`src/sclp_pkg.sv`:
```
`default_nettype none
package sclp_pkg;

  localparam int LINE_SIZE_DEF   = 64;
  localparam int FRAC_DIGITS_DEF = 4;

  localparam logic [7:0] CH_CR    = 8'h0D;
  localparam logic [7:0] CH_LF    = 8'h0A;
  localparam logic [7:0] CH_SP    = 8'h20;
  localparam logic [7:0] CH_TAB   = 8'h09;
  localparam logic [7:0] CH_PLUS  = 8'h2B;
  localparam logic [7:0] CH_MINUS = 8'h2D;
  localparam logic [7:0] CH_POINT = 8'h2E;
  localparam logic [7:0] CH_NUL   = 8'h00;

  typedef enum logic [2:0] {
    CMD_NONE   = 3'd0,
    CMD_START  = 3'd1,
    CMD_STOP   = 3'd2,
    CMD_FREQ   = 3'd3,
    CMD_SECTOR = 3'd4
  } cmd_t;

  typedef enum logic [1:0] {
    ST_OK    = 2'd0,
    ST_FULL  = 2'd1,
    ST_CMD   = 2'd2,
    ST_RANGE = 2'd3
  } status_t;

  typedef enum logic [0:0] {
    CFG_FREQ_MIN = 1'b0,
    CFG_FREQ_MAX = 1'b1
  } cfg_idx_t;

  // Front-to-back queue entry: a line-end event, a line overflow or a stored byte.
  typedef struct packed {
    logic       line_end;
    logic       full;
    logic [7:0] data;
  } tok_t;

  function automatic logic is_blank(input logic [7:0] c);
    return (c == CH_SP) || (c == CH_TAB);
  endfunction

  function automatic logic is_cspace(input logic [7:0] c);
    return is_blank(c) || (c >= 8'h0A && c <= 8'h0D);
  endfunction

  function automatic logic is_digit(input logic [7:0] c);
    return (c >= 8'h30) && (c <= 8'h39);
  endfunction

endpackage
`default_nettype wire

```
`src/sclp_front.sv`:
```
`default_nettype none
module sclp_front #(
  parameter int LINE_SIZE = sclp_pkg::LINE_SIZE_DEF
) (
  input  wire                 clk,
  input  wire                 rst_n,
  input  wire                 in_valid,
  output logic                in_ready,
  input  wire [7:0]           in_rx_byte,
  output logic                q_valid,
  input  wire                 q_ready,
  output sclp_pkg::tok_t      q_tok
);
  import sclp_pkg::*;

  localparam int CW = $clog2(LINE_SIZE);

  logic [CW-1:0] count_r, count_nxt;
  logic          is_eol, acc, keep, push, pop;
  tok_t          tok;
  tok_t          fifo_r [2];
  logic          wr_sel_r, rd_sel_r;
  logic [1:0]    fill_r;

  assign in_ready = (fill_r != 2'd2);
  assign acc      = in_valid && in_ready;
  assign push     = acc && keep;
  assign pop      = q_valid && q_ready;
  assign q_valid  = (fill_r != 2'd0);
  assign q_tok    = fifo_r[rd_sel_r];
  assign is_eol   = (in_rx_byte == CH_CR) || (in_rx_byte == CH_LF);

  // Classify: byte, line end, or overflow. An empty-line end is dropped.
  always_comb begin
    count_nxt     = count_r;
    tok.line_end  = 1'b0;
    tok.full      = 1'b0;
    tok.data      = in_rx_byte;
    keep          = 1'b0;
    if (in_valid) begin
      if (is_eol) begin
        keep         = (count_r != '0);
        tok.line_end = 1'b1;
        count_nxt    = '0;
      end else if (count_r >= CW'(LINE_SIZE - 1)) begin
        keep      = 1'b1;
        tok.full  = 1'b1;
        count_nxt = '0;
      end else begin
        keep      = 1'b1;
        count_nxt = count_r + 1'b1;
      end
    end
  end

  always_ff @(posedge clk) begin
    if (!rst_n) begin
      count_r  <= '0;
      wr_sel_r <= 1'b0;
      rd_sel_r <= 1'b0;
      fill_r   <= '0;
    end else begin
      if (acc) count_r <= count_nxt;
      if (push) wr_sel_r <= !wr_sel_r;
      if (pop) rd_sel_r <= !rd_sel_r;
      fill_r <= fill_r + {1'b0, push} - {1'b0, pop};
    end
  end

  // Two-entry queue toward the back end.
  always_ff @(posedge clk) begin
    if (push) fifo_r[wr_sel_r] <= tok;
  end

  assert property (@(posedge clk) disable iff (!rst_n)
    (acc && is_eol) |=> (count_r == '0))
    else $error("count not cleared at line end");
  assert property (@(posedge clk) disable iff (!rst_n)
    count_r <= CW'(LINE_SIZE - 1))
    else $error("line count overflow");
  assert property (@(posedge clk) disable iff (!rst_n)
    (q_valid && q_tok.full) |-> !q_tok.line_end)
    else $error("conflicting token kinds");
  assert property (@(posedge clk) disable iff (!rst_n)
    fill_r <= 2'd2)
    else $error("queue overflow");

endmodule
`default_nettype wire

```
`src/sclp_back.sv`:
```
`default_nettype none
module sclp_back #(
  parameter int LINE_SIZE   = sclp_pkg::LINE_SIZE_DEF,
  parameter int FRAC_DIGITS = sclp_pkg::FRAC_DIGITS_DEF
) (
  input  wire                   clk,
  input  wire                   rst_n,
  input  wire                   q_valid,
  output logic                  q_ready,
  input  sclp_pkg::tok_t        q_tok,
  input  wire signed [31:0]     freq_min,
  input  wire signed [31:0]     freq_max,
  output logic                  out_valid,
  input  wire                   out_ready,
  output logic [2:0]            out_command,
  output logic [1:0]            out_status,
  output logic signed [31:0]    out_freq_value,
  output logic [2:0]            out_sector_value
);
  import sclp_pkg::*;

  localparam int CW  = $clog2(LINE_SIZE);
  localparam int FW  = $clog2(10 ** FRAC_DIGITS + 1) + 1;
  localparam int FDW = $clog2(FRAC_DIGITS + 1);

  // Keyword slot value while the captured text awaits its decision.
  localparam logic [2:0] KW_DECIDE = 3'd7;

  typedef enum logic [2:0] {
    S_IDLE, S_FIND, S_TRIM, S_LEAD, S_SCAN, S_FDIV, S_DONE
  } state_t;

  // Argument scanner phases.
  typedef enum logic [2:0] {
    A_WS, A_SIGN, A_INT, A_FRAC, A_TAIL
  } aph_t;

  logic [7:0]    mem [LINE_SIZE];
  logic [CW-1:0] wr_ptr_r;
  logic [CW-1:0] rd_addr;
  logic [7:0]    rd_q;

  state_t          st_r;
  aph_t            aph_r;
  logic [CW:0]     n_r, s_r, p_r, cnt_r;
  logic            neg_r, seen_r, bad_r, rd_pend_r;
  logic [2:0]      kw_r;       // command code of the keyword being parsed
  logic [32:0]     ip_r;
  logic [FW-1:0]   fp_r, scale_r;
  logic [FDW-1:0]  fd_r;
  logic [FW+8:0]   rem_r;
  logic [8:0]      quo_r;
  logic [3:0]      div_i_r;
  logic [7:0]      k0_r, k1_r, k2_r, k3_r, k4_r, k5_r, k6_r;
  logic [3:0]      ki_r;

  logic [2:0]      cmd_r;
  logic [1:0]      sts_r;
  logic [31:0]     fv_r;
  logic [2:0]      sec_r;
  logic            ov_r;

  assign out_valid        = ov_r;
  assign out_command      = cmd_r;
  assign out_status       = sts_r;
  assign out_freq_value   = fv_r;
  assign out_sector_value = sec_r;

  // A waiting result holds back only transactions that produce a result.
  assign q_ready = (st_r == S_IDLE) && (!ov_r || (!q_tok.line_end && !q_tok.full));

  always_comb begin
    rd_addr = p_r[CW-1:0];
  end

  always_ff @(posedge clk) begin
    if (q_valid && q_ready && !q_tok.line_end && !q_tok.full)
      mem[wr_ptr_r] <= q_tok.data;
    rd_q <= mem[rd_addr];
  end

  logic [7:0] c;
  assign c = rd_q;

  logic [35:0] ip10;
  logic [FW+8:0] trial;
  assign ip10  = {ip_r, 3'b0} + {2'b0, ip_r, 1'b0} + 36'(c - 8'h30);
  assign trial = {rem_r[FW+7:0], 1'b0};

  logic [32:0] ipc;
  assign ipc = (ip_r > 33'h100000000) ? 33'h100000000 : ip_r;

  always_ff @(posedge clk) begin
    if (!rst_n) begin
      st_r      <= S_IDLE;
      ov_r      <= 1'b0;
      wr_ptr_r  <= '0;
      rd_pend_r <= 1'b0;
    end else begin
      if (ov_r && out_ready) ov_r <= 1'b0;
      case (st_r)
        S_IDLE: begin
          if (q_valid && q_ready) begin
            if (q_tok.full) begin
              cmd_r <= CMD_NONE; sts_r <= ST_FULL; fv_r <= '0; sec_r <= '0;
              ov_r <= 1'b1; wr_ptr_r <= '0;
            end else if (q_tok.line_end) begin
              cnt_r <= {1'b0, wr_ptr_r};
              wr_ptr_r <= '0;
              n_r <= '0; p_r <= '0; rd_pend_r <= 1'b1;
              st_r <= S_FIND;
            end else begin
              wr_ptr_r <= wr_ptr_r + 1'b1;
            end
          end
        end
        // Find the zero byte or the line end.
        S_FIND: begin
          if (rd_pend_r) begin
            rd_pend_r <= 1'b0;
          end else if (n_r == cnt_r || c == CH_NUL) begin
            st_r <= S_TRIM; p_r <= n_r - 1'b1; rd_pend_r <= 1'b1;
          end else begin
            n_r <= n_r + 1'b1; p_r <= n_r + 2'd2 - 1'b1; rd_pend_r <= 1'b1;
          end
        end
        // Drop trailing blanks.
        S_TRIM: begin
          if (n_r == '0) begin
            st_r <= S_LEAD; s_r <= '0; p_r <= '0; rd_pend_r <= 1'b1;
          end else if (rd_pend_r) begin
            rd_pend_r <= 1'b0;
          end else if (is_blank(c)) begin
            n_r <= n_r - 1'b1; p_r <= n_r - 2'd2; rd_pend_r <= 1'b1;
          end else begin
            st_r <= S_LEAD; s_r <= '0; p_r <= '0; rd_pend_r <= 1'b1;
          end
        end
        // Skip leading blanks.
        S_LEAD: begin
          if (s_r == n_r) begin
            cmd_r <= CMD_NONE; sts_r <= ST_OK; fv_r <= '0; sec_r <= '0;
            st_r <= S_DONE;
          end else if (rd_pend_r) begin
            rd_pend_r <= 1'b0;
          end else if (is_blank(c)) begin
            s_r <= s_r + 1'b1; p_r <= s_r + 1'b1; rd_pend_r <= 1'b1;
          end else begin
            ki_r <= '0; p_r <= s_r;
            st_r <= S_SCAN; aph_r <= A_WS;
            kw_r <= CMD_NONE; ip_r <= '0; fp_r <= '0; scale_r <= FW'(1); fd_r <= '0;
            neg_r <= 1'b0; seen_r <= 1'b0; bad_r <= 1'b0;
            rd_pend_r <= 1'b1;
          end
        end
        // Capture first up to seven text bytes, then scan argument.
        S_SCAN: begin
          if (rd_pend_r) begin
            rd_pend_r <= 1'b0;
          end else if (kw_r == CMD_NONE) begin
            if (p_r != n_r) begin
              case (ki_r)
                4'd0: k0_r <= c;
                4'd1: k1_r <= c;
                4'd2: k2_r <= c;
                4'd3: k3_r <= c;
                4'd4: k4_r <= c;
                4'd5: k5_r <= c;
                4'd6: k6_r <= c;
                default: ;
              endcase
            end
            if (p_r == n_r || ki_r == 4'd6) begin
              // decide in final stage below
              ki_r <= 4'd7;
              kw_r <= KW_DECIDE;
            end else begin
              ki_r <= ki_r + 1'b1; p_r <= p_r + 1'b1; rd_pend_r <= 1'b1;
            end
          end else if (kw_r == KW_DECIDE) begin
            logic [CW:0] ln;
            ln = n_r - s_r;
            if (ln == 5 && {k0_r,k1_r,k2_r,k3_r,k4_r} == "start") begin
              cmd_r <= CMD_START; sts_r <= ST_OK; fv_r <= '0; sec_r <= '0;
              st_r <= S_DONE;
            end else if (ln == 4 && {k0_r,k1_r,k2_r,k3_r} == "stop") begin
              cmd_r <= CMD_STOP; sts_r <= ST_OK; fv_r <= '0; sec_r <= '0;
              st_r <= S_DONE;
            end else if (ln >= 5 && {k0_r,k1_r,k2_r,k3_r} == "freq" &&
                         is_blank(k4_r)) begin
              kw_r <= CMD_FREQ; p_r <= s_r + 3'd4; rd_pend_r <= 1'b1;
            end else if (ln >= 7 && {k0_r,k1_r,k2_r,k3_r,k4_r,k5_r} == "sector"
                         && is_blank(k6_r)) begin
              kw_r <= CMD_SECTOR; p_r <= s_r + 3'd6; rd_pend_r <= 1'b1;
            end else begin
              cmd_r <= CMD_NONE; sts_r <= ST_CMD; fv_r <= '0; sec_r <= '0;
              st_r <= S_DONE;
            end
          end else begin
            // Argument scan, one byte per read.
            logic adv;
            adv = 1'b0;
            if (p_r == n_r) begin
              if (kw_r == CMD_FREQ) begin
                if (!seen_r || bad_r) begin
                  cmd_r <= CMD_NONE; sts_r <= ST_CMD; fv_r <= '0; sec_r <= '0;
                  st_r <= S_DONE;
                end else begin
                  quo_r <= '0; div_i_r <= 4'd9;
                  rem_r <= (FW+9)'(fp_r);
                  st_r <= S_FDIV;
                end
              end else begin
                if (!seen_r) begin
                  sts_r <= ST_CMD; sec_r <= '0;
                  cmd_r <= CMD_NONE;
                end else if (bad_r || ip_r > 33'd6 || (neg_r && ip_r != '0)) begin
                  sts_r <= ST_RANGE; sec_r <= '0; cmd_r <= CMD_NONE;
                end else begin
                  sts_r <= ST_OK; sec_r <= ip_r[2:0]; cmd_r <= CMD_SECTOR;
                end
                fv_r <= '0; st_r <= S_DONE;
              end
            end else begin
              adv = 1'b1;
              case (aph_r)
                A_WS: begin
                  if (!is_cspace(c)) begin
                    adv = 1'b0; aph_r <= A_SIGN;
                  end
                end
                A_SIGN: begin
                  if (c == CH_PLUS || c == CH_MINUS) begin
                    neg_r <= (c == CH_MINUS);
                  end else adv = 1'b0;
                  aph_r <= A_INT;
                end
                A_INT: begin
                  if (is_digit(c)) begin
                    if (kw_r == CMD_FREQ) begin
                      // saturate at 2^32, the clamp applied at the end
                      if (ip_r < 33'h100000000)
                        ip_r <= (ip10 > 36'h100000000) ? 33'h100000000 : ip10[32:0];
                    end else if (ip_r < 33'd1000) ip_r <= ip10[32:0];
                    seen_r <= 1'b1;
                  end else if (c == CH_POINT && kw_r == CMD_FREQ) begin
                    aph_r <= A_FRAC;
                  end else begin
                    adv = 1'b0; aph_r <= A_TAIL;
                  end
                end
                A_FRAC: begin
                  if (is_digit(c)) begin
                    if (fd_r < FDW'(FRAC_DIGITS)) begin
                      fp_r <= FW'({fp_r, 3'b0} + {fp_r, 1'b0} + FW'(c - 8'h30));
                      scale_r <= FW'({scale_r, 3'b0} + {scale_r, 1'b0});
                      fd_r <= fd_r + 1'b1;
                    end
                    seen_r <= 1'b1;
                  end else begin
                    adv = 1'b0; aph_r <= A_TAIL;
                  end
                end
                A_TAIL: begin
                  if (!is_blank(c)) bad_r <= 1'b1;
                end
                default: ;
              endcase
              if (adv) begin
                p_r <= p_r + 1'b1; rd_pend_r <= 1'b1;
              end
            end
          end
        end
        // Restoring divide: floor(fp*256/scale), one quotient bit a cycle.
        S_FDIV: begin
          if (div_i_r != '0) begin
            logic [FW+8:0] t;
            t = (div_i_r == 4'd9) ? rem_r : trial;
            if (div_i_r == 4'd9) begin
              if (t >= (FW+9)'(scale_r)) begin
                rem_r <= t - (FW+9)'(scale_r); quo_r <= 9'd1;
              end else begin
                rem_r <= t; quo_r <= 9'd0;
              end
            end else if (t >= (FW+9)'(scale_r)) begin
              rem_r <= t - (FW+9)'(scale_r); quo_r <= {quo_r[7:0], 1'b1};
            end else begin
              rem_r <= t; quo_r <= {quo_r[7:0], 1'b0};
            end
            div_i_r <= div_i_r - 1'b1;
          end else begin
            logic [40:0] m;
            logic signed [32:0] v;
            m = {ipc, 8'h00} + 41'(quo_r);
            if (neg_r) begin
              if (m > 41'h80000000) m = 41'h80000000;
              v = -$signed({1'b0, m[31:0]});
              if (m == 41'h80000000) v = -33'sh80000000;
            end else begin
              if (m > 41'h7FFFFFFF) m = 41'h7FFFFFFF;
              v = $signed({1'b0, m[31:0]});
            end
            if (v < 33'(freq_min) || v > 33'(freq_max)) begin
              cmd_r <= CMD_NONE; sts_r <= ST_RANGE; fv_r <= '0;
            end else begin
              cmd_r <= CMD_FREQ; sts_r <= ST_OK; fv_r <= v[31:0];
            end
            sec_r <= '0; st_r <= S_DONE;
          end
        end
        S_DONE: begin
          if (!ov_r) begin
            ov_r <= 1'b1; st_r <= S_IDLE;
          end
        end
        default: st_r <= S_IDLE;
      endcase
    end
  end

  assert property (@(posedge clk) disable iff (!rst_n)
    (out_valid && out_command != CMD_NONE) |-> (out_status == ST_OK))
    else $error("command with error status");
  assert property (@(posedge clk) disable iff (!rst_n)
    (out_valid && !out_ready) |=> (out_valid && $stable(out_status)))
    else $error("result dropped");
  assert property (@(posedge clk) disable iff (!rst_n)
    (st_r != S_IDLE) |-> !q_ready)
    else $error("queue taken while decoding");

endmodule
`default_nettype wire

```
`src/serial_command_line_parser_unit.sv`:
```
`default_nettype none
// Serial command line parser: takes one received byte per transaction and
// returns one result per completed line (start, stop, freq, sector, empty)
// or per line overflow. A byte enters a two-entry queue and is written to
// the line memory when the decoder takes it from the queue. A line end
// starts a decode that reads the line memory byte by byte: one pass up to
// the line end or zero byte, then the trailing blanks, leading blanks, first
// seven text bytes and the argument once more, plus a fraction divide. While
// a line decodes the queue fills and then stalls the input; a result waiting
// on out_ready holds back only the next line end or overflow, while plain
// bytes keep flowing.
module serial_command_line_parser_unit #(
  parameter int LINE_SIZE   = sclp_pkg::LINE_SIZE_DEF,
  parameter int FRAC_DIGITS = sclp_pkg::FRAC_DIGITS_DEF
) (
  input  wire               clk,
  input  wire               rst_n,
  input  wire               in_valid,
  output logic              in_ready,
  input  wire [7:0]         in_rx_byte,
  output logic              out_valid,
  input  wire               out_ready,
  output logic [2:0]        out_command,
  output logic [1:0]        out_status,
  output logic signed [31:0] out_freq_value,
  output logic [2:0]        out_sector_value,
  input  wire               cfg_we,
  input  wire [0:0]         cfg_index,
  input  wire [31:0]        cfg_data
);
  import sclp_pkg::*;

  logic signed [31:0] fmin_r, fmax_r;
  logic q_valid, q_ready;
  tok_t q_tok;

  always_ff @(posedge clk) begin
    if (!rst_n) begin
      fmin_r <= 32'sd0;
      fmax_r <= 32'sd256000;
    end else if (cfg_we) begin
      case (cfg_index)
        CFG_FREQ_MIN: fmin_r <= cfg_data;
        CFG_FREQ_MAX: fmax_r <= cfg_data;
        default: ;
      endcase
    end
  end

  sclp_front #(.LINE_SIZE(LINE_SIZE)) u_front (
    .clk, .rst_n, .in_valid, .in_ready, .in_rx_byte,
    .q_valid, .q_ready, .q_tok
  );

  sclp_back #(.LINE_SIZE(LINE_SIZE), .FRAC_DIGITS(FRAC_DIGITS)) u_back (
    .clk, .rst_n, .q_valid, .q_ready, .q_tok,
    .freq_min(fmin_r), .freq_max(fmax_r),
    .out_valid, .out_ready, .out_command, .out_status,
    .out_freq_value, .out_sector_value
  );

endmodule
`default_nettype wire

```
`config.mk`:
```
export PLATFORM = sky130hd
export DESIGN_NAME = serial_command_line_parser_unit
export DESIGN_NICKNAME = d
export VERILOG_FILES = /design/src/sclp_pkg.sv /design/src/sclp_front.sv /design/src/sclp_back.sv /design/src/serial_command_line_parser_unit.sv
export SDC_FILE = /design/constraint.sdc
export NUM_CORES = 2
export LEC_CHECK = 0
export ABC_AREA = 1
export BUFFER_PORTS_ARGS = -buffer_cell sky130_fd_sc_hd__buf_2
export CAP_MARGIN = 20
export CORE_UTILIZATION = 55
export DETAILED_ROUTE_END_ITERATION = 16
export GPL_ROUTABILITY_DRIVEN = 0
export PLACE_DENSITY = 0.67
export SLEW_MARGIN = 20
export SYNTH_ARGS = -nofsm -noshare
export SYNTH_HDL_FRONTEND = slang
export SYNTH_SLANG_ARGS = --single-unit
```
`constraint.sdc`:
```
create_clock -name clk -period 10.4 [get_ports clk]
set_clock_uncertainty 0.2 [all_clocks]
set_input_delay 2.08 -clock clk [delete_from_list [all_inputs] [get_ports clk]]
set_output_delay 2.08 -clock clk [all_outputs]
set_load 0.02 [all_outputs]
```
# After elaboration in Yosys (flattened, before gate mapping)
# Memories as Yosys holds them, arrays and structs flattened. A register that Yosys moved wholly into a read port is not among the register bits.
# Index checks and enable logic that the tools add are counted.
# word_totals
ramBits,532
wordCells,577
reg_bits,324
output_inout_bits,42
n_memories,2
# mem_list
name,words,width,rd,rd_clocked_by_memory_dff,write_ports,line,source
u_back.mem,64,8,1,1,1,sclp_back.sv:38,logic [7:0] mem [LINE_SIZE];
u_front.fifo_r,2,10,1,1,1,sclp_front.sv:21,tok_t fifo_r [2];
# op_classes
n_reduce_logical,81
n_eq_ne,101
magnitude_cmp,18
bitwise,3
addsub,27
mux,307
# ops
operator,count
33-bit two-way mux,19
32-bit two-way mux,16
15-bit two-way mux,20
3-bit two-way mux,73
24-bit two-way mux,9
41-bit two-way mux,5
7-bit two-way mux,29
32-bit one-hot mux with 4 select lines,1
9-bit two-way mux,8
33-bit one-hot mux with 2 select lines,1
1-bit two-way mux,65
32-bit by 31-bit == test with 1-bit output (second input constant),2
15-bit one-hot mux with 2 select lines,2
4-bit two-way mux,13
48-bit by 47-bit == test with 1-bit output (second input constant),1
8-bit by 6-bit == test with 1-bit output (second input constant),6
24-bit one-hot mux with 2 select lines,1
6-bit AND reduction,8
15-bit adder,3
11-bit AND reduction,4
2-bit two-way mux,21
41-bit by 9-bit adder with 41-bit output,1
41-bit by 32-bit == test with 1-bit output (second input constant),1
41-bit by 31-bit > comparator with 1-bit output (second input constant),1
92 further kinds,227

# Longest topological paths before layout
# logic_depth
ltp_word,20
ltp_mapped,50

# By module
# A second synthesis with hierarchy kept.
# hier_totals
hier_cells,4860
hier_area_um2,45992.9
# by_module_without_submodules
module,n_inst,area_per_inst_um2,cells_per_inst
sclp_back,1,41980.3,4384
serial_command_line_parser_unit,1,2637.5,348
sclp_front,1,1375.1,128

# Worst setup path before layout
# Ideal clock, no wire load.
# synth_timing
path_type,input port to flip-flop
startpoint,input rst_n
endpoint,"register u_back.cmd_r[0], in the netlist u_back.out_command[0], enable pin"
path_slack_ps,3254
cell_stages,3
required_time_ps,9663
n_path_buf,1
arrival_time_ps,6409
cell_sequence,clkbuf_1 -> o21ai_0 -> nor4_1
# synth_via
elab_chain_len,1
# synth_lines
element,line,source
start: declaration,serial_command_line_parser_unit.sv:17,"input wire rst_n,"
12-bit AND reduction (no line),--,
end signal: assignment,sclp_back.sv:105,cmd_r <= CMD_NONE; sts_r <= ST_FULL; fv_r <= '0; sec_r <= '0;
end signal: assignment,sclp_back.sv:142,cmd_r <= CMD_NONE; sts_r <= ST_OK; fv_r <= '0; sec_r <= '0;
end signal: assignment,sclp_back.sv:184,cmd_r <= CMD_START; sts_r <= ST_OK; fv_r <= '0; sec_r <= '0;
end: declaration,sclp_back.sv:57,logic [2:0] cmd_r;
# Every way passes these cells.
# A chain may end at the register's enable or synchronous reset.

# Final worst setup path
# layout_timing
startpoint,register u_back.ip_r[24]
endpoint,"register u_back.fv_r[26], in the netlist u_back.out_freq_value[26] (data pin)"
# layout_via
elab_chain_len,20
# layout_lines
element,line,source
start: declaration,sclp_back.sv:48,logic [32:0] ip_r;
start signal: assignment,sclp_back.sv:243,ip_r <= (ip10 > 36'h100000000) ? 33'h100000000 : ip10[32:0];
start signal: assignment,sclp_back.sv:244,end else if (ip_r < 33'd1000) ip_r <= ip10[32:0];
33-bit > comparator,sclp_back.sv:91,assign ipc = (ip_r > 33'h100000000) ? 33'h100000000 : ip_r;
33-bit two-way mux (*),sclp_back.sv:91,
41-bit by 9-bit adder with 41-bit output (*),sclp_back.sv:295,"m = {ipc, 8'h00} + 41'(quo_r);"
41-bit by 32-bit > comparator with 1-bit output,sclp_back.sv:297,if (m > 41'h80000000) m = 41'h80000000;
41-bit two-way mux,sclp_back.sv:297,
41-bit two-way mux,sclp_back.sv:296,if (neg_r) begin
41-bit two-way mux,sclp_back.sv:277,if (div_i_r != '0) begin
41-bit two-way mux,sclp_back.sv:101,case (st_r)
[4 not listed],--,
33-bit two-way mux (*),sclp_back.sv:277,
33-bit two-way mux (*),sclp_back.sv:101,
33-bit two-way mux (*),sclp_back.sv:94,if (!rst_n) begin
33-bit by 32-bit less-than comparator with 1-bit output / 33-bit by 32-bit > comparator with 1-bit output (equally long branches),sclp_back.sv:304,if (v < 33'(freq_min) || v > 33'(freq_max)) begin
1-bit logical OR,sclp_back.sv:304,
32-bit two-way mux (*),sclp_back.sv:304,
32-bit two-way mux (*),sclp_back.sv:277,
32-bit one-hot mux with 4 select lines (*),sclp_back.sv:101,
end signal: assignment,sclp_back.sv:105,
end signal: assignment,sclp_back.sv:305,cmd_r <= CMD_NONE; sts_r <= ST_RANGE; fv_r <= '0;
end signal: assignment,sclp_back.sv:307,cmd_r <= CMD_FREQ; sts_r <= ST_OK; fv_r <= v[31:0];
end: declaration,sclp_back.sv:59,logic [31:0] fv_r;
# Every way passes the cells marked *; elsewhere a longest branch is shown, timed or not. The select of a mux whose other input is x is not followed.

==> flow_summary.ini <==
[run]
drv_cap = 0

[cts]
cts_hold_buffers = 0
clock_sinks = 864
cts_tree = built
cts_root_buffer = clkbuf_16
cts_max_path_buffers = 3
cts_resized = 0
cts_made_buffers = 90
post-cts-setup-buffers = 0
clk_pin_slew_ns = 0.06
htreeDepth = 3
insertion_delay_ns = 0.68

[pwr]
clockPowerShare_pct = 24.3
p_leak_nw = 18.9
p_per_area_nw_per_um2 = 257
peakVddDrop_v = 0.000167
pwr-share-seq_pct = 35.4
switchingPower_mw = 5.11
swShare_pct = 40.1
comb_power_share_pct = 40.3
p_int_mw = 7.64

[routing]
num_vias = 34341
ant_nets = 0
dr.pass1.iters = 6
initialDrtViolationCount = 3250
viasPerCell = 5.85
drt-wirelength-per-cell_um = 19.9
route.detailed.drc = 0
wl_mm = 117

[setup_path]
crit_type = reg2reg
path_max_fanout = 56
crit_family = simple AND/OR/NAND/NOR gates
crit_required_ns = 10.71
critical_path.slowest_cell = o21ai_4
cp_common_cell = nand2_1
cp-end-kind = register
path_buf_inv = 1
start_kind = register
r2r_slack_ns = 1.79
slowest_delay_ns = 0.84
cp_data_arrival_time_ns = 8.92

[sta]
slew_headroom_pct = 21.3
finalMaxSlewViolations = 0
final_hold_viol_count = 0
setup_viol = 0
finalSetupTns_ns = 0
worstMarginPinSlew_ns = 1.18
fin_crit_sh_pct = 82.8
post-route-min-period_ns = 8.61
fmax_ghz = 0.116
rsz0062_at_grt = false

[layout]
multi_input_area_sq_um = 17700
final_common_cell = edfxtp_1
fin_nets = 5016
syn_to_final_growth_pct = 9.17
instances_no_fill = 5873
drive_above_1_share_pct = 6.63
mostFrequentLayoutCells = edfxtp_1, nor2_1, nand2_1, inv_1, o21ai_0
n_antenna_cell = 0
regArea_sq_um = 25000
fillCellCount = 6816

[synth]
synth_edf_count = 770
synth_area_per_cell_sq_um = 9.63
ys_seq_area_share_pct = 55.1
synth_cell_types = 61
synth_warnings = 0
syn_area_sq_um = 45400
syn_inst = 4710
syn_nets = 4986
ys.flop_type = edfxtp_1
ys_ff_latch = 864
synthArstFlopShare_pct = 0

[global_route]
antenna_found_initial = 0
overflow = 0
grt_pass1_wl_mm = 180
grt_usage_pct = 27.6
grt_max_degree = 261
grt_pass1_vias = 32412

[run_status]
status = completed

[floorplan]
die_area_sq_um = 83700
die_y_um = 289
io_pins = 88
core_area_sq_um = 81100
rows = 104
chipWidth_um = 289
start_util_pct = 56.0

[place]
dp.cells = 5707
hpwl_mm = 78.2
numPortBuffers = 87

[worst_hold_path]
hold_path_class = reg2reg
kinds of logic after synthesis:
family          after synthesis  share of synthesized area (%)
simple gates               1807                           16.8
compound gates              994                           12.7
flops                       864                           55.1
buf+inv                     700                           6.00
fa+ha+maj                   230                           7.12
xor+xnor                     96                           1.85
mux                          19                          0.441
final cells by class:
type	instances	area share [%]
Clock buffer	116	4.83
Timing Repair Buffer	125	1.49
Clock inverter	49	0.871
Tap cell	1060	2.68
Inverter	513	3.90
Multi-Input combinational cell	3146	35.8
Sequential cell	864	50.5
power groups by stage:
stage | registers [mW] | clock network (mW) | logic, mW
floorplan | 4.53 | 0 | 3.61
global placement | 4.58 | 0 | 5.03
detailed placement | 4.59 | 0 | 5.08
CTS | 4.51 | 3.14 | 5.12
global route | 4.55 | 3.27 | 5.74
finish | 4.52 | 3.10 | 5.14
stage by stage:
stage / util, % / total power [mW] / hold WS (ns) / cell area [sq um] / setup slack, ns
2_1_floorplan: - / 8.14 / 0.206 / 45400 / 3.25
6_report: 61.1 / 12.8 / 0.263 / 49500 / 1.79
5_1_grt: 61.1 / 13.6 / 0.291 / 49500 / 0.933
3_3_place_gp: 57.6 / 9.61 / 0.236 / 46700 / 2.20
3_5_place_dp: 57.6 / 9.66 / 0.254 / 46700 / 1.95
4_1_cts: 61.1 / 12.8 / 0.265 / 49500 / 1.93
sequential cells by signal, summed over array words and instances (netlist names), 15 cells and up, named ones only:
register               count
u_back.scale_r            15
u_back.mem               512
u_back.ip_r               33
u_front.fifo_r            20
fmax_r                    32
u_back.fp_r               15
u_back.rem_r              24
fmin_r                    32
u_back.out_freq_value     32
path summary, 6_finish.rpt:
kind | startpoint | endpoint | cells after the start
max reg2reg | u_back.ip_r[24] | u_back.out_freq_value[26] | 38
min reg2reg | fmin_r[16] | fmin_r[16] | 2
max | u_back.ip_r[24] | u_back.out_freq_value[26] | 38
min | fmin_r[16] | fmin_r[16] | 2
routing by layer:
layer | global-route usage (%) | routed length, um
met5 | 0 | 0
met4 | 10.4 | 3950
met3 | 3.33 | 7750
met2 | 46.4 | 56200
met1 | 36.8 | 48700
cell usage after synthesis, drive strengths merged, types with 19 or more instances:
library cell / number / area, sq um
xor2: 58 / 508
edfxtp: 770 / 23100
nor4: 33 / 206
o211ai: 27 / 203
fa: 47 / 941
o41ai: 26 / 228
o221ai: 57 / 499
buf: 30 / 209
dfxtp: 94 / 1880
o21ai: 482 / 2430
nand2: 654 / 2460
inv: 507 / 1900
xnor2: 38 / 333
nor2: 750 / 2890
ha: 183 / 2290
o22ai: 83 / 519
a21oi: 224 / 1120
nand4: 90 / 578
clkbuf: 157 / 589
nor3: 51 / 255
a211oi: 19 / 143
nand3: 191 / 986
worst register-to-register path, delay by kind of cell, from the launching register on:
family,cells,cell delay [ns]
AOI/OAI and AO/OA,7,2.08
buffers and inverters,1,0.10
xor gates and xnor gates,1,0.15
and+or+nand+nor,27,4.81
DFF,1,0.53
adders and majority gates,2,0.62
(Power assumes the default switching activity.)
